<file path="src/rtl/tick_to_millisecond_time_base_macros.svh">
// Assertion macros for the millisecond time base.
// Each macro checks on the rising edge of clock and is disabled while reset is high.
`ifndef TICK_TO_MILLISECOND_TIME_BASE_MACROS_SVH
`define TICK_TO_MILLISECOND_TIME_BASE_MACROS_SVH

`ifndef ASSERT_OFF
// Same-cycle implication.
`define TTMS_ASSERT_IMPLY(name, pre, post) \
   name: assert property (@(posedge clock) disable iff (reset) (pre) |-> (post)) \
      else $error("time base assertion failed");
// Next-cycle implication.
`define TTMS_ASSERT_NEXT(name, pre, post) \
   name: assert property (@(posedge clock) disable iff (reset) (pre) |=> (post)) \
      else $error("time base assertion failed");
`else
`define TTMS_ASSERT_IMPLY(name, pre, post)
`define TTMS_ASSERT_NEXT(name, pre, post)
`endif

`endif

</file>
<file path="src/rtl/ttms_pkg.sv">
package ttms_pkg;

   // default width of the sampled tick counter
   localparam int COUNTER_BITS_DEFAULT = 24;

   // conversion constants
   localparam int MS_PER_SECOND = 1000;
   localparam int DIV_BITS      = 16;
   localparam int CARRY_BITS    = 15;
   localparam logic [DIV_BITS-1:0] DIVISOR_MAX = 16'd32768;
   localparam logic [DIV_BITS-1:0] TPS_RESET   = 16'd32768;

   // time width and request kinds
   localparam int TIME_BITS = 64;
   localparam logic REQ_START  = 1'b0;
   localparam logic REQ_UPDATE = 1'b1;

   // sequencer states, one-hot
   typedef enum logic [6:0] {
      ST_IDLE  = 7'b0000001,
      ST_MUL_A = 7'b0000010,
      ST_MUL_B = 7'b0000100,
      ST_MUL_C = 7'b0001000,
      ST_DIV   = 7'b0010000,
      ST_ACC   = 7'b0100000,
      ST_SEND  = 7'b1000000
   } state_type;

endpackage

</file>
<file path="src/rtl/tick_to_millisecond_time_base.sv">
// Channel   Direction  Handshake             Payload
// req_      in         req_valid/req_stall   req_type, req_counter_sample
// rsp_      out        rsp_valid/rsp_stall   rsp_time_ms
// csr_      in         csr_valid/csr_ready   csr_ticks_per_second
//
// A start transaction goes straight from idle to the send state. An update
// steps through MUL_A, MUL_B, MUL_C, the restoring divider, ACC and SEND;
// the divider produces one quotient bit per cycle over COUNTER_BITS + 11 bits.
// Reset (synchronous) clears the time, reference sample and carry, and loads
// ticks_per_second with 32768. req_stall is high while a transaction is being
// worked; a new one is taken while the previous result still waits on rsp_stall.
module tick_to_millisecond_time_base #(
   parameter int COUNTER_BITS = ttms_pkg::COUNTER_BITS_DEFAULT
) (
   input  logic                               clock,
   input  logic                               reset,
   input  logic                               req_valid,
   output logic                               req_stall,
   input  logic                               req_type,
   input  logic [COUNTER_BITS-1:0]            req_counter_sample,
   output logic                               rsp_valid,
   input  logic                               rsp_stall,
   output logic [ttms_pkg::TIME_BITS-1:0]     rsp_time_ms,
   input  logic                               csr_valid,
   output logic                               csr_ready,
   input  logic [ttms_pkg::DIV_BITS-1:0]      csr_ticks_per_second
);

`include "tick_to_millisecond_time_base_macros.svh"

   // dividend holds delta * 1000 + carry
   localparam int TOTAL_BITS = COUNTER_BITS + 11;
   localparam int CNT_BITS   = $clog2(TOTAL_BITS);
   localparam int DB         = ttms_pkg::DIV_BITS;
   localparam int CB         = ttms_pkg::CARRY_BITS;
   localparam int TB         = ttms_pkg::TIME_BITS;

   ttms_pkg::state_type state_ff, state_in;

   logic [DB-1:0]           tps_ff, tps_in;
   logic [TB-1:0]           elapsed_ff, elapsed_in;
   logic [COUNTER_BITS-1:0] last_ff, last_in;
   logic [COUNTER_BITS-1:0] delta_ff, delta_in;
   logic [CB-1:0]           carry_ff, carry_in;
   logic [TOTAL_BITS-1:0]   acc_ff, acc_in;
   logic [CNT_BITS-1:0]     cnt_ff, cnt_in;
   logic                    rsp_valid_ff, rsp_valid_in;
   logic [TB-1:0]           rsp_time_ff, rsp_time_in;

   logic [DB-1:0]           div_eff;
   logic [TOTAL_BITS-1:0]   delta_ext;
   logic [DB-1:0]           rem_shift;
   logic                    rem_ge;
   logic                    req_take;
   logic                    rsp_free;

   // effective divisor: zero reads as one, clamp at the maximum
   always_comb begin
      if (tps_ff == '0) begin
         div_eff = DB'(1);
      end else if (tps_ff > ttms_pkg::DIVISOR_MAX) begin
         div_eff = ttms_pkg::DIVISOR_MAX;
      end else begin
         div_eff = tps_ff;
      end
   end

   assign delta_ext = {{(TOTAL_BITS-COUNTER_BITS){1'b0}}, delta_ff};

   // one divider step: shift in next dividend bit, trial subtract
   assign rem_shift = {carry_ff, acc_ff[TOTAL_BITS-1]};
   assign rem_ge    = (rem_shift >= div_eff);

   assign req_take  = req_valid && !req_stall;
   assign rsp_free  = !rsp_valid_ff || !rsp_stall;

   assign req_stall   = (state_ff != ttms_pkg::ST_IDLE);
   assign rsp_valid   = rsp_valid_ff;
   assign rsp_time_ms = rsp_time_ff;
   assign csr_ready   = 1'b1;

   // sequencer
   always_comb begin
      state_in     = state_ff;
      tps_in       = tps_ff;
      elapsed_in   = elapsed_ff;
      last_in      = last_ff;
      delta_in     = delta_ff;
      carry_in     = carry_ff;
      acc_in       = acc_ff;
      cnt_in       = cnt_ff;
      rsp_valid_in = rsp_valid_ff;
      rsp_time_in  = rsp_time_ff;

      if (csr_valid && csr_ready) begin
         tps_in = csr_ticks_per_second;
      end

      // output register drains independently
      if (rsp_valid_ff && !rsp_stall) begin
         rsp_valid_in = 1'b0;
      end

      case (state_ff)
         ttms_pkg::ST_IDLE: begin
            if (req_take) begin
               last_in = req_counter_sample;
               if (req_type == ttms_pkg::REQ_START) begin
                  elapsed_in = '0;
                  state_in   = ttms_pkg::ST_SEND;
               end else begin
                  delta_in = req_counter_sample - last_ff;
                  state_in = ttms_pkg::ST_MUL_A;
               end
            end
         end
         // delta * 1000 = (delta << 10) - (delta << 5) + (delta << 3)
         ttms_pkg::ST_MUL_A: begin
            acc_in   = (delta_ext << 10) - (delta_ext << 5);
            state_in = ttms_pkg::ST_MUL_B;
         end
         ttms_pkg::ST_MUL_B: begin
            acc_in   = acc_ff + (delta_ext << 3);
            state_in = ttms_pkg::ST_MUL_C;
         end
         // add carried remainder, then the carry register serves as divider remainder
         ttms_pkg::ST_MUL_C: begin
            acc_in   = acc_ff + {{(TOTAL_BITS-CB){1'b0}}, carry_ff};
            carry_in = '0;
            cnt_in   = '0;
            state_in = ttms_pkg::ST_DIV;
         end
         ttms_pkg::ST_DIV: begin
            if (rem_ge) begin
               carry_in = CB'(rem_shift - div_eff);
            end else begin
               carry_in = rem_shift[CB-1:0];
            end
            acc_in = {acc_ff[TOTAL_BITS-2:0], rem_ge};
            cnt_in = cnt_ff + CNT_BITS'(1);
            if (cnt_ff == CNT_BITS'(TOTAL_BITS - 1)) begin
               state_in = ttms_pkg::ST_ACC;
            end
         end
         ttms_pkg::ST_ACC: begin
            elapsed_in = elapsed_ff + {{(TB-TOTAL_BITS){1'b0}}, acc_ff};
            state_in   = ttms_pkg::ST_SEND;
         end
         ttms_pkg::ST_SEND: begin
            if (rsp_free) begin
               rsp_valid_in = 1'b1;
               rsp_time_in  = elapsed_ff;
               state_in     = ttms_pkg::ST_IDLE;
            end
         end
         default: begin
            state_in = ttms_pkg::ST_IDLE;
         end
      endcase
   end

   // control and state registers
   always_ff @(posedge clock) begin
      if (reset) begin
         state_ff     <= ttms_pkg::ST_IDLE;
         tps_ff       <= ttms_pkg::TPS_RESET;
         elapsed_ff   <= '0;
         last_ff      <= '0;
         carry_ff     <= '0;
         cnt_ff       <= '0;
         rsp_valid_ff <= 1'b0;
      end else begin
         state_ff     <= state_in;
         tps_ff       <= tps_in;
         elapsed_ff   <= elapsed_in;
         last_ff      <= last_in;
         carry_ff     <= carry_in;
         cnt_ff       <= cnt_in;
         rsp_valid_ff <= rsp_valid_in;
      end
   end

   // datapath registers
   always_ff @(posedge clock) begin
      delta_ff    <= delta_in;
      acc_ff      <= acc_in;
      rsp_time_ff <= rsp_time_in;
   end

   // checks
   `TTMS_ASSERT_NEXT(a_update_starts_mul, req_take && req_type == ttms_pkg::REQ_UPDATE, state_ff == ttms_pkg::ST_MUL_A)
   `TTMS_ASSERT_NEXT(a_start_clears_time, req_take && req_type == ttms_pkg::REQ_START, elapsed_ff == '0)
   `TTMS_ASSERT_IMPLY(a_rem_below_div, state_ff == ttms_pkg::ST_DIV, {1'b0, carry_ff} < div_eff)
   `TTMS_ASSERT_NEXT(a_acc_to_send, state_ff == ttms_pkg::ST_ACC, state_ff == ttms_pkg::ST_SEND)

endmodule

</file>
<file path="config.mk">
export PLATFORM = sky130hd
export DESIGN_NAME = tick_to_millisecond_time_base
export DESIGN_NICKNAME = d
export VERILOG_FILES = /design/src/rtl/ttms_pkg.sv /design/src/rtl/tick_to_millisecond_time_base.sv
export VERILOG_INCLUDE_DIRS = /design/src /design/src/rtl
export SDC_FILE = /design/constraint.sdc
export NUM_CORES = 1
export LEC_CHECK = 0
export ABC_AREA = 1
export BUFFER_PORTS_ARGS = -buffer_cell sky130_fd_sc_hd__buf_2
export CORE_MARGIN = 2
export CORE_UTILIZATION = 45
export CTS_BUF_LIST = sky130_fd_sc_hd__clkbuf_4
export DETAILED_ROUTE_END_ITERATION = 10
export PLACE_DENSITY = 0.61
export SYNTH_ARGS = -nofsm -noshare
export SYNTH_HDL_FRONTEND = slang
export SYNTH_SLANG_ARGS = --single-unit
</file>
<file path="constraint.sdc">
create_clock -name clock -period 14 [get_ports clock]
set_clock_uncertainty 0.1 [all_clocks]
set_input_delay 1.4 -clock clock [delete_from_list [all_inputs] [get_ports clock]]
set_output_delay 1.4 -clock clock [all_outputs]
set_load 0.005 [all_outputs]
</file>
* Word-level counts from Yosys, hierarchy flattened
Index checks and enable logic that the tools add are counted.
** Word-level totals
- Register bits :: 256
- Bits in latches :: 0
- Bits in writable memories :: 0
- Memory bits (read-only) :: 0
- Input port bits :: 46
- Output and inout bits :: 67
- Memories kept :: 0
** Cells by class
- Add/subtract/negate cells :: 7
- Multipliers :: 0
- Divide/modulo/power cells :: 0
- $lt $le $gt $ge :: 2
- Equal/unequal tests :: 13
- Shift-type cells :: 0
- Multiplexer cells :: 17
- Bitwise operators :: 0
- Reduce and logical (&&, ||, !) cells :: 15
** Operator list (count)
- one-hot mux 35 bit (4 select lines) :: 1
- 2-to-1 mux 64 bit :: 2
- one-hot mux 64 bit (2 select lines) :: 1
- adder 64 x 35 -> 64 bit :: 1
- one-hot mux 7 bit (7 select lines) :: 1
- adder 35 x 15 -> 35 bit :: 1
- adder 35 x 27 -> 35 bit :: 1
- subtractor 34 x 29 -> 35 bit :: 1
- 2-to-1 mux 16 bit :: 2
- one-hot mux 15 bit (2 select lines) :: 1
- 2-to-1 mux 7 bit :: 4
- subtractor 24 bit :: 1
- greater-or-equal comparator 16 bit :: 1
- greater-than comparator 16 bit (second input constant) :: 1
- logical NOT 16 bit :: 1
- 2-to-1 mux 15 bit :: 1
- subtractor 15 bit :: 1
- one-hot mux 6 bit (2 select lines) :: 1
- AND reduction 3 bit :: 3
- inequality test 2 bit (second input constant) :: 4
- == test 7 x 1 -> 1 bit (second input constant) :: 1
- == test 7 x 2 -> 1 bit (second input constant) :: 1
- == test 7 x 3 -> 1 bit (second input constant) :: 1
- == test 7 x 4 -> 1 bit (second input constant) :: 1
- other kinds (13) :: 20

* Depth between registers and ports, before layout
Gate-level depths: netlist (run 1).
- Depth in word-level cells :: 6
- Gate-level depth with buffers :: 17

* Worst setup path before layout (run 1)
Ideal clock, no wire load.
- Path type :: input port to flip-flop
- From :: input port rsp_stall
- To :: register rsp_time_ff[0], in the netlist rsp_time_ms[0] (enable)
- Arrival :: 4.531 ns
- Required time :: 13.393 ns
- Path slack :: 8.862 ns
- Stages :: 1
- Buffers on the path :: 0
- Cell sequence :: a21oi_1
** Between the ends
- Cells in the longest elaborated chain, start to end :: 3
** RTL lines
- start, declared :: RTL line tick_to_millisecond_time_base.sv:22 : input logic rsp_stall,
- logical NOT 1 bit :: RTL line tick_to_millisecond_time_base.sv:75 : assign rsp_free = !rsp_valid_ff || !rsp_stall;
- logical OR 1 bit :: RTL line tick_to_millisecond_time_base.sv:75
- AND reduction 2 bit (no line)
- end signal, assigned :: RTL line tick_to_millisecond_time_base.sv:187 : rsp_time_ff <= rsp_time_in;
- end, declared :: RTL line tick_to_millisecond_time_base.sv:48 : logic [TB-1:0] rsp_time_ff, rsp_time_in;
No other way between the ends.
A chain may end at the register's enable or synchronous reset.

* Worst setup path in the final report (run 1)
- From :: register tps_ff[8]
- To :: register carry_ff[7]
** Between the ends
- Cells in the longest elaborated chain, start to end :: 6
** RTL lines
- start, declared :: RTL line tick_to_millisecond_time_base.sv:40 : logic [DB-1:0] tps_ff, tps_in;
- start signal, assigned :: RTL line tick_to_millisecond_time_base.sv:166 : tps_ff <= ttms_pkg::TPS_RESET;
- start signal, assigned :: RTL line tick_to_millisecond_time_base.sv:174 : tps_ff <= tps_in;
- greater-than comparator 16 bit :: RTL line tick_to_millisecond_time_base.sv:61 : end else if (tps_ff > ttms_pkg::DIVISOR_MAX) begin
- 2-to-1 mux 16 bit :: RTL line tick_to_millisecond_time_base.sv:61
- 2-to-1 mux 16 bit * :: RTL line tick_to_millisecond_time_base.sv:59 : if (tps_ff == '0) begin
- subtractor 15 bit or greater-or-equal comparator 16 bit (tied branches) :: RTL line tick_to_millisecond_time_base.sv:135, tick_to_millisecond_time_base.sv:72
- 2-to-1 mux 15 bit * :: RTL line tick_to_millisecond_time_base.sv:134 : if (rem_ge) begin
- one-hot mux 15 bit (2 select lines) * :: RTL line tick_to_millisecond_time_base.sv:104 : case (state_ff)
- end signal, assigned :: RTL line tick_to_millisecond_time_base.sv:177 : carry_ff <= carry_in;
- end, declared :: RTL line tick_to_millisecond_time_base.sv:44 : logic [CB-1:0] carry_ff, carry_in;
Mark *: on every way between the ends. The rest lies on a longest branch, timed or not.

==> metrics.csv, run 1 <==
stage,metric,value,unit
detailed_routing,vias,21361,
detailed_routing,drt_iter0_markers,1762,
floorplanning,core,45090,sq um
critical_path,crit_fanout,25,
synth,syn_nets,3321,
final_layout,nets,3467,
sta,period_minus_slack,3.368,ns
placement,gp_congestion,0.9880,
final_layout,fin_area,22530,sq um
critical_path,cpPeakStageDelay,0.34,ns
clock_tree,cts_inserted_buffers,74,
floorplanning,initial_core_util,45.27,%
synth,synthesis.area,20410,sq um
final_layout,layout_commonest_cell,nand2_1,
synth,yosys.area.top_type,edfxtp_1,
sta,finalCritPeriodShare,24.06,%
final_layout,area.growth.synth_to_final,10.37,%
floorplanning,die_x,217.0,microns
synth,synth_area_leaders,"edfxtp_1, nand2_1, dfxtp_1, ha_1, inv_1",
sta,fin_tns_setup,0,ns
min_path,min_from,last_ff[14],
final_layout,final_cell_mix,"nand2_1, inv_1, nor2_1, a21oi_1, nand3_1",
critical_path,path_cells,"nor4_1, nand4_1, nand2_1, o21ai_0, inv_1, ha_1, fa_1, o21ai_2, nand2_1, nand3_1, nand2_2, nand3_4, nor2_1, nor2_1, nand2_1, a21oi_1",
detailed_routing,viasPerCell,5.415,
clock_tree,cts_root_buffer,clkbuf_4,
critical_path,slowest_stage,nand2_1,
clock_tree,clkTransAtPathRegs,0.06,ns
detailed_routing,ant_nets,0,
placement,io_buffers,111,
clock_tree,clockBufferDepth,3,
grt,antenna_found_initial,5,
grt,track_usage,30.39,%
final_layout,instances_no_fill,3945,
synth,syn-instance-count,3135,
clock_tree,cts_tree,done,
critical_path,worst_setup_path_start_kind,flip-flop,
synth,synth.top_cell.area_share,18.10,%
critical_path,critPathTopFamily,simple AND/OR/NAND/NOR gates,
clock_tree,cts.sinks,256,
flow_run,maxCapViolations,0,
detailed_routing,drt_pass1_iterations,5,
floorplanning,rows,78,
grt,grt_max_degree,66,
clock_tree,cts_resized,0,
synth,yosysWarnings,0,
sta,tightest_slew,1.121,ns
placement,dp.cells,3805,
power,post-layout-total-power,2.257,mW
grt,grt_pass1_vias,20549,
grt,grt_pass1_wl,110.9,mm
clock_tree,holdBufCountCts,0,
critical_path,path_class,flip-flop to flip-flop,
synth,synth.distinct_cells,58,
placement,hpwl,57.58,mm
sta,drv_slew,0,
detailed_routing,drc,0,
floorplanning,die_y,217.0,microns
final_layout,fin_util,49.96,%
sta,max-slew-margin-rel,25.20,%
placement,placed_area,21540,sq um
critical_path,cp_common_cell,nand2_1,
min_path,hp-class,flip-flop to flip-flop,
power,leakagePower,10.52,nW
critical_path,path_buf_inv,1,
sta,rsz0062_at_grt,false,
critical_path,r2r-start,tps_ff[8],
clock_tree,clk_latency,0.85,ns
synth,synthXorXnorAreaFrac,1.717,%
synth,synth-simple-area-share,37.01,%
critical_path,worstSetupStartpoint,tps_ff[8],
synth,synth_top_family_by_area,simple AND/OR/NAND/NOR gates,
critical_path,critPathRequiredTime,14.54,ns
synth,yosys.area_share.adder,8.767,%
clock_tree,htreeDepth,3,
final_layout,drive_gt1_share,8.982,%
synth,synth_seq_cells,256,
critical_path,crit_path_end_kind,flip-flop,
synth,seq_area_frac_synth,31.14,%
critical_path,cp.arrival,3.90,ns
synth,avgSynthCellArea,6.510,sq um
sta,max_clock_freq,296.9,MHz
power,vdd_drop_max,0.06869,mV
synth,muxShareOfSynthArea,0,%
grt,grt_overflow,0,
floorplanning,die_area,47070,sq um
power,power_density,100.2,nW/um^2
detailed_routing,routed_wl,71.53,mm
status,status,"finished, final reports clean",
synth,synth_compound_area_share,12.08,%
clock_tree,cts_setup_buffers,0,
sta,finalHoldViolations,0,
detailed_routing,wl_per_cell,18.13,microns
sta,final-setup-viol-count,0,
floorplanning,io_pins,113,
-- kinds of logic after synthesis --
| logic type | after synthesis |
|---|---|
| simple gates | 1751 |
| buf+inv | 486 |
| compound gates | 461 |
| flops | 256 |
| fa+ha+maj | 140 |
| xor+xnor | 40 |
| other cells | 1 |
-- worst paths after layout --
check	end	slack (ns)	depth (start not counted)
worst max-delay path	carry_ff[7]	10.63	16
worst min-delay path	last_ff[14]	0.36	2
worst max register to register	carry_ff[7]	10.63	16
worst min register to register	last_ff[14]	0.36	2
-- per-stage QoR --
step                      hold slack, ns  setup slack [ns]
after global routing              0.3766             10.27
after floorplan                   0.3316             8.862
after detailed placement          0.3521             10.18
after CTS                         0.3612             10.57
final                             0.3553             10.63
after global placement            0.3426             10.26
-- registers in the layout, indices dropped and copies added, names as in the netlist --
| signal | flops |
|---|---|
| acc_ff | 35 |
| carry_ff | 15 |
| cnt_ff | 6 |
| delta_ff | 24 |
| elapsed_ff | 64 |
| last_ff | 24 |
| rsp_time_ms | 64 |
| rsp_valid | 1 |
| state_ff | 7 |
| tps_ff | 16 |
-- layer usage --
metal / wire [microns] / GRT usage (%)
met1: 29450 / 36.72
met2: 34360 / 53.00
met3: 4348 / 4.528
met4: 3321 / 14.38
met5: 40 / 0
-- final cells by class --
type	instances	area, sq um
Sequential cell	256	6356
Fill cell	4772	22560
Antenna cell	5	12.51
Inverter	438	1644
Clock buffer	109	818.3
Multi-Input combinational cell	2393	12180
Clock inverter	26	158.9
Tap cell	600	750.7
Timing Repair Buffer	118	608.1
-- synthesized netlist by cell type, drive strengths merged --
cell	n
o31ai	1
a211oi	2
a21boi	4
a22o	2
clkbuf	26
o2111ai	2
nand4	65
nand3b	29
a21oi	274
inv	438
a22oi	2
ha	135
nor3b	3
o21a	1
nor3	43
or2	23
fa	5
nand3	271
conb	1
xnor2	19
o211ai	1
xor2	21
a31oi	3
o21ai	137
buf	22
nor4	21
edfxtp	123
a221oi	3
and2	3
nor2	325
nand2	966
o21bai	19
and3	2
dfxtp	133
a21o	9
a32o	1
-- worst min-delay path: stages (launching register included) --
cell and delay [ns]:
dfxtp_1 0.29, inv_1 0.06, a21oi_1 0.06
-- report_power, final --
group / total (mW) / internal, mW / switching [mW]
clock: 0.734 / 0.381 / 0.353
sequential: 0.888 / 0.846 / 0.0426
combinational: 0.635 / 0.199 / 0.436
total: 2.26 / 1.43 / 0.832
(Power assumes the default switching activity.)
==> inputs of run 2 (changes only) <==
- ABC_AREA: 1 -> 0
- PLACE_DENSITY: 0.61 -> 0.64
- clock period: 14 -> 2.8 ns (I/O delays scaled with it)
==> run 2 against run 1 <==
The run now ends with negative setup slack left. Cell count is 20% lower. Flip-flop and latch count stayed put. First-iteration DRC count shrank 29%. Final area is 13% higher. Sequential power grew to 4.7 times the previous value. Global-route usage decreased by 3.1 points. Critical path type unchanged. Largest power group unchanged.
==> metrics.csv, run 2 <==
stage,metric,value,unit,change
status,status,"finished, violations left",,"was finished, final reports clean"
status,violations,negative setup slack,,
min_path,hold_end,rsp_time_ms[33],,was last_ff[14]
clock_tree,clk_latency,0.83,ns,was 0.85 ns
clock_tree,cts.sinks,256,,unchanged
grt,antenna_found_initial,1,,was 5
detailed_routing,drt_pass1_iterations,6,,was 5
final_layout,fin_util,67.75,%,was 49.96%
power,leakagePower,10.60,nW,was 10.52 nW
synth,seq_area_frac_synth,37.10,%,was 31.14%
sta,setup_ws,-0.4670,ns,was 10.63 ns
sta,rsz0062_at_grt,true,,was false
clock_tree,htreeDepth,3,,unchanged
critical_path,rrSetupSlack,-0.47,ns,was 10.63 ns
sta,fin_tns_setup,-20.06,ns,was 0 ns
placement,hpwl,37.16,mm,was 57.58 mm
min_path,min_from,elapsed_ff[33],,was last_ff[14]
synth,yosys.area.top_type,edfxtp_1,,unchanged
critical_path,cp.arrival,3.71,ns,was 3.90 ns
critical_path,r2r-start,acc_ff[3],,was tps_ff[8]
grt,grt_max_degree,65,,was 66
critical_path,crit_fanout,7,,was 25
detailed_routing,drc,0,,unchanged
synth,avgSynthCellArea,8.835,sq um,was 6.510 sq um
critical_path,worst_setup_path_start_kind,flip-flop,,unchanged
synth,synth_seq_cells,256,,unchanged
detailed_routing,drt_iter0_markers,1245,,was 1762
critical_path,cpPeakStageDelay,0.47,ns,was 0.34 ns
floorplanning,die_x,199.1,microns,was 217.0 microns
sta,tightest_slew,0.8047,ns,was 1.121 ns
sta,final-setup-viol-count,77,,was 0
detailed_routing,ant_nets,0,,unchanged
synth,yosysWarnings,0,,unchanged
power,power_density,434.1,nW/um^2,was 100.2 nW/um^2
grt,grt_overflow,0,,unchanged
synth,synth_area_leaders,"edfxtp_1, dfxtp_1, ha_1, a21oi_1, nand2_1",,"was edfxtp_1, nand2_1, dfxtp_1, ha_1, inv_1"
floorplanning,die_area,39640,sq um,was 47070 sq um
final_layout,area.growth.synth_to_final,48.62,%,was 10.37%
synth,synth.top_cell.area_share,21.56,%,was 18.10%
sta,finalCritPeriodShare,116.7,%,was 24.06%
floorplanning,core,37580,sq um,was 45090 sq um
final_layout,layout_commonest_cell,buf_4,,was nand2_1
placement,io_buffers,111,,unchanged
final_layout,drive_gt1_share,35.00,%,was 8.982%
critical_path,slowest_stage,edfxtp_1,,was nand2_1
grt,track_usage,27.32,%,was 30.39%
critical_path,cp_common_cell,o21ai_2,,was nand2_1
clock_tree,cts_inserted_buffers,74,,unchanged
synth,synthesis.area,17130,sq um,was 20410 sq um
critical_path,path_class,flip-flop to flip-flop,,unchanged
synth,synth_common_cells,"nand2_1, a21oi_1, nor2_1",,"was nand2_1, inv_1, nor2_1"
placement,gp_congestion,0.9341,,was 0.9880
critical_path,r2r-end,acc_ff[27],,was carry_ff[7]
min_path,hold_depth,0,,was 2
clock_tree,clkTransAtPathRegs,0.07,ns,was 0.06 ns
critical_path,path_cells,"ha_2, fa_2, a211oi_4, o21ai_2, a2111oi_4, o21ai_2, a31o_2, a31oi_4, buf_6, o221a_4, o221ai_2",,"was nor4_1, nand4_1, nand2_1, o21ai_0, inv_1, ha_1, fa_1, o21ai_2, nand2_1, nand3_1, nand2_2, nand3_4, nor2_1, nor2_1, nand2_1, a21oi_1"
synth,syn-instance-count,1939,,was 3135
final_layout,nets,2775,,was 3467
floorplanning,rows,71,,was 78
detailed_routing,viasPerCell,5.592,,was 5.415
grt,grt_pass1_vias,17270,,was 20549
synth,syn_nets,2125,,was 3321
floorplanning,io_pins,113,,unchanged
flow_run,maxCapViolations,0,,unchanged
critical_path,path_buf_inv,1,,unchanged
floorplanning,die_y,199.1,microns,was 217.0 microns
power,vdd_drop_max,0.3618,mV,was 0.06869 mV
grt,grt_pass1_wl,86.51,mm,was 110.9 mm
synth,synth_flop_cell,dfxtp_1,,unchanged
critical_path,critPathTopFamily,compound AO/OA/AOI/OAI gates,,was simple AND/OR/NAND/NOR gates
floorplanning,initial_core_util,45.59,%,was 45.27%
synth,synth_most_common_cell,nand2_1,,unchanged
min_path,hp-class,flip-flop to flip-flop,,unchanged
sta,finalHoldViolations,0,,unchanged
clock_tree,cts_tree,done,,unchanged
synth,synth.distinct_cells,81,,was 58
detailed_routing,vias,17642,,was 21361
detailed_routing,routed_wl,55.18,mm,was 71.53 mm
sta,drv_slew,0,,unchanged
final_layout,final_cell_mix,"buf_4, nand2_1, nor2_1, a21oi_1, dfxtp_1",,"was nand2_1, inv_1, nor2_1, a21oi_1, nand3_1"
critical_path,reg2regPathDepth,11,,was 16
synth,synthArstFlopShare,0,%,unchanged
detailed_routing,wl_per_cell,17.49,microns,was 18.13 microns
clock_tree,cts_root_buffer,clkbuf_4,,unchanged
clock_tree,clockBufferDepth,3,,unchanged
synth,synth-edff-count,123,,unchanged
sta,max-slew-margin-rel,46.15,%,was 25.20%
critical_path,crit_path_end_kind,flip-flop,,unchanged
critical_path,critPathRequiredTime,3.24,ns,was 14.54 ns
sta,period_minus_slack,3.267,ns,was 3.368 ns
sta,max_clock_freq,306.1,MHz,was 296.9 MHz
## run 2: changes by cell type in the layout (fill, tap and decap cells not counted), moves of 38 or more
cell,delta
buf_6,+55
nand4_1,-38
nand2_1,-773
inv_1,-335
a21oi_1,-139
xnor2_1,+51
o21ai_0,-85
a21o_1,+50
dlygate4sd3_1,+102
nand3_1,-222
nor2_1,-176
o21ai_1,+38
buf_4,+363
## run 2: layer usage
layer / global-route usage (%) / routed length [microns] / vias to the layer above
met3: 4.270 / 3319 / 137
met1: 35.39 / 24100 / 8361
met4: 12.74 / 1993 / 0
li1: - / - / 8551
met2: 44.73 / 25770 / 593
met5: 0 / 0 / -
## run 2: cells by family after synthesis
| kind of cell | Yosys count | synth area share [%] |
|---|---|---|
| AOI/OAI and AO/OA | 606 | 23.49 |
| buffers and inverters | 167 | 3.747 |
| other | 1 | 0.02189 |
| and+or+nand+nor | 606 | 16.67 |
| xor gates and xnor gates | 137 | 7.005 |
| muxes | 26 | 1.519 |
| DFF | 256 | 37.10 |
| adders and majority gates | 140 | 10.44 |
## run 2: repair_timing
item	4_1_cts	5_1_grt
gates cloned	5	0
hold endpoints to repair	176	0
setup endpoints to repair	82	94
gates resized for setup	197	169
buffers inserted	47	32
hold buffers	102	0
pin swaps	122	113
## run 2: report_power, final
part	leakage (nW)	internal [mW]	switching, mW
clock network	0.584	2.04	1.74
logic	7.86	1.50	1.55
registers	2.15	4.12	0.0932
total	10.6	7.66	3.39
## run 2: worst max path at each step
stage                           from  slack [ns]  cells past startpoint              to
final                      acc_ff[3]       -0.47                     11      acc_ff[27]
after global routing       tps_ff[7]       -0.56                     15     carry_ff[7]
after CTS                 tps_ff[10]       -0.40                     14     carry_ff[2]
after detailed placement   acc_ff[3]       -0.56                     11      acc_ff[29]
after global placement     acc_ff[3]       -0.49                     11      acc_ff[29]
after floorplan           acc_ff[15]       -0.40                     12  elapsed_ff[58]
## run 2: cell type report
class                           instances  area, sq um
Clock inverter                         22        173.9
Clock buffer                          108        810.8
Sequential cell                       256         6364
Timing Repair Buffer                  644         5109
Tap cell                              511        639.4
Fill cell                            2885        12120
Multi-Input combinational cell       1516        12000
Inverter                               97        364.1
Antenna cell                            1        2.502
## run 2: stage by stage
stage                     std cells  area (sq um)  hold WS, ns  setup WS [ns]  power, mW
after floorplan                1939         17430       0.3062        -0.3953      5.848
after global placement         2845         21000       0.3396        -0.4927      6.707
after detailed placement       2845         21000       0.3467        -0.5619      6.774
after CTS                      3127         24430       0.3417        -0.4035      10.89
after global routing           3155         25460       0.3883        -0.5591      11.62
final                          3155         25460       0.3732        -0.4670      11.05
==> inputs of run 3 (changes only) <==
- PLACE_DENSITY: 0.64 -> 0.61
- clock period: 2.8 -> 4.2 ns (I/O delays scaled with it)
==> run 3 against run 2 <==
The run now ends clean. Routed wire length decreased by 18%. Maximum frequency down 15%. First-iteration DRC count decreased by 24%. Clock-buffer cell count grew 3. Sequential share of layout area increased by 7.2 points. Non-clock buffer count shrank 456. Sequential power shrank 33%. Power fell by 40%. Register-to-register slack gained 0.81 ns. Largest cell class unchanged. Highest routed layer unchanged.
==> metrics.csv, run 3 (synthesis gave the netlist of run 2 again) <==
stage,metric,value,unit,change
critical_path,cpPeakStageDelay,0.47,ns,about the same
power,vdd_drop_max,0.2209,mV,was 0.3618 mV
final_layout,final_cell_mix,"nand2_1, a21oi_1, nor2_1, ha_1, dfxtp_1",,"was buf_4, nand2_1, nor2_1, a21oi_1, dfxtp_1"
clock_tree,cts_tree,done,,unchanged
critical_path,critPathRequiredTime,4.58,ns,was 3.24 ns
floorplanning,die_y,199.1,microns,unchanged
final_layout,fillCellCount,3588,,was 2885
floorplanning,initial_core_util,45.59,%,unchanged
placement,hpwl,33.93,mm,was 37.16 mm
detailed_routing,ant_nets,0,,unchanged
clock_tree,clk_latency,0.75,ns,was 0.83 ns
final_layout,nets,2317,,was 2775
grt,grt_pass1_wl,74.04,mm,was 86.51 mm
grt,track_usage,23.37,%,was 27.32%
grt,busiest_layer,met2,,unchanged
critical_path,cp.arrival,4.24,ns,was 3.71 ns
floorplanning,io_pins,113,,unchanged
grt,grt_max_degree,65,,unchanged
floorplanning,rows,71,,unchanged
detailed_routing,drt_iter0_markers,945,,was 1245
critical_path,path_cells,"ha_1, fa_1, a211oi_1, o21ai_0, a2111oi_0, buf_4, o21ai_0, a31o_2, a31oi_2, buf_4, nor3_1, o21ai_0, nand4_1",,"was ha_2, fa_2, a211oi_4, o21ai_2, a2111oi_4, o21ai_2, a31o_2, a31oi_4, buf_6, o221a_4, o221ai_2"
detailed_routing,viasPerCell,5.648,,was 5.592
final_layout,drive_gt1_share,13.65,%,was 35.00%
placement,io_buffers,111,,unchanged
sta,finalHoldViolations,0,,unchanged
critical_path,path_class,flip-flop to flip-flop,,unchanged
grt,gr-usage-met3,3.274,%,was 4.270%
detailed_routing,vias,15262,,was 17642
power,power_density,336.8,nW/um^2,was 434.1 nW/um^2
clock_tree,cts_root_buffer,clkbuf_4,,unchanged
clock_tree,cts_inserted_buffers,72,,was 74
detailed_routing,drt_pass1_iterations,5,,was 6
grt,antenna_found_initial,1,,unchanged
placement,placed_area,18340,sq um,was 21000 sq um
grt,use_met1,32.51,%,was 35.39%
clock_tree,htreeDepth,3,,unchanged
clock_tree,clockBufferDepth,3,,unchanged
critical_path,crit_fanout,6,,was 7
sta,final-setup-viol-count,0,,was 77
status,status,"finished, final reports clean",,"was finished, violations left"
clock_tree,clkTransAtPathRegs,0.06,ns,was 0.07 ns
power,leakagePower,7.922,nW,was 10.60 nW
final_layout,area.growth.synth_to_final,15.36,%,was 48.62%
flow_run,maxCapViolations,0,,unchanged
final_layout,layout_commonest_cell,nand2_1,,was buf_4
sta,drv_slew,0,,unchanged
detailed_routing,drc,0,,unchanged
sta,finalCritPeriodShare,91.84,%,was 116.7%
critical_path,crit_path_end_kind,flip-flop,,unchanged
min_path,hp-class,input pin to flip-flop,,was flip-flop to flip-flop
final_layout,fin_area,19760,sq um,was 25460 sq um
floorplanning,core,37580,sq um,unchanged
clock_tree,cts_resized,0,,was 197
critical_path,slowest_stage,a2111oi_0,,was edfxtp_1
detailed_routing,routed_wl,45.50,mm,was 55.18 mm
floorplanning,die_area,39640,sq um,unchanged
detailed_routing,wl_per_cell,16.84,microns,was 17.49 microns
sta,tightest_slew,1.072,ns,was 0.8047 ns
critical_path,cp_common_cell,o21ai_0,,was o21ai_2
sta,rsz0062_at_grt,false,,was true
placement,gp_congestion,0.8970,,was 0.9341
grt,grt_pass1_vias,14582,,was 17270
sta,period_minus_slack,3.857,ns,was 3.267 ns
clock_tree,cts.sinks,256,,unchanged
sta,max_clock_freq,259.3,MHz,was 306.1 MHz
sta,fin_tns_setup,0,ns,was -20.06 ns
grt,grtUsageMet2,36.79,%,was 44.73%
grt,grt_overflow,0,,unchanged
sta,max-slew-margin-rel,28.55,%,was 46.15%
critical_path,worst_setup_path_start_kind,flip-flop,,unchanged
floorplanning,die_x,199.1,microns,unchanged
==> run 3: per-layer routing <==
metal	part of all wire, %	up-vias	wire, microns
li1	-	7645	-
met1	48	7086	21750
met2	44	450	19970
met3	5.6	81	2565
met4	2.7	0	1220
met5	0	-	0
==> run 3: path summary, 6_finish.rpt <==
check	startpoint	to	slack (ns)	cells past startpoint
min reg2reg	last_ff[6]	last_ff[6]	0.35	2
max	delta_ff[0]	acc_ff[31]	0.34	13
min	csr_valid	tps_ff[15]	0.09	3
max reg2reg	delta_ff[0]	acc_ff[31]	0.34	13
==> run 3: worst max-delay path, delay by kind of cell (launching register included) <==
| family | cells | cell delay [ns] |
|---|---|---|
| AO/OA/AOI/OAI | 7 | 1.89 |
| adder cells (fa/ha/maj) | 2 | 0.66 |
| buffers and inverters | 2 | 0.39 |
| flip-flops | 1 | 0.39 |
| AND/OR/NAND/NOR | 2 | 0.15 |
==> run 3: metrics by stage <==
step	cells	hold slack [ns]	util [%]	power (mW)	worst slack, ns
2_1_floorplan	1939	0.3223	-	3.862	0.6616
3_3_place_gp	2525	0.3415	48.80	4.195	0.4308
3_5_place_dp	2525	0.3469	48.80	4.219	0.3845
4_1_cts	2701	0.01714	52.58	6.726	0.3629
5_1_grt	2702	0.08967	52.59	7.041	0.07866
6_report	2702	0.09458	52.59	6.656	0.3429
==> run 3: layout make-up <==
type / instances / area (sq um) / share of cell area (%)
Multi-Input combinational cell: 1516 / 10170 / 51.46
Sequential cell: 256 / 6356 / 32.16
Timing Repair Buffer: 188 / 1241 / 6.281
Clock buffer: 111 / 833.3 / 4.217
Tap cell: 511 / 639.4 / 3.235
Inverter: 97 / 364.1 / 1.842
Clock inverter: 22 / 156.4 / 0.7914
Antenna cell: 1 / 2.502 / 0.01266
==> run 3: what timing repair did <==
action,4_1_cts,5_1_grt
endpoints found under the hold margin,49,0
hold buffers,43,0
buffers inserted,0,0
==> run 3: power by group <==
group / total [mW] / internal [mW] / leakage, nW / switching (mW)
Sequential: 2.83 / 2.75 / 2.15 / 0.0834
Combinational: 1.39 / 0.591 / 5.19 / 0.797
Clock: 2.44 / 1.34 / 0.580 / 1.10
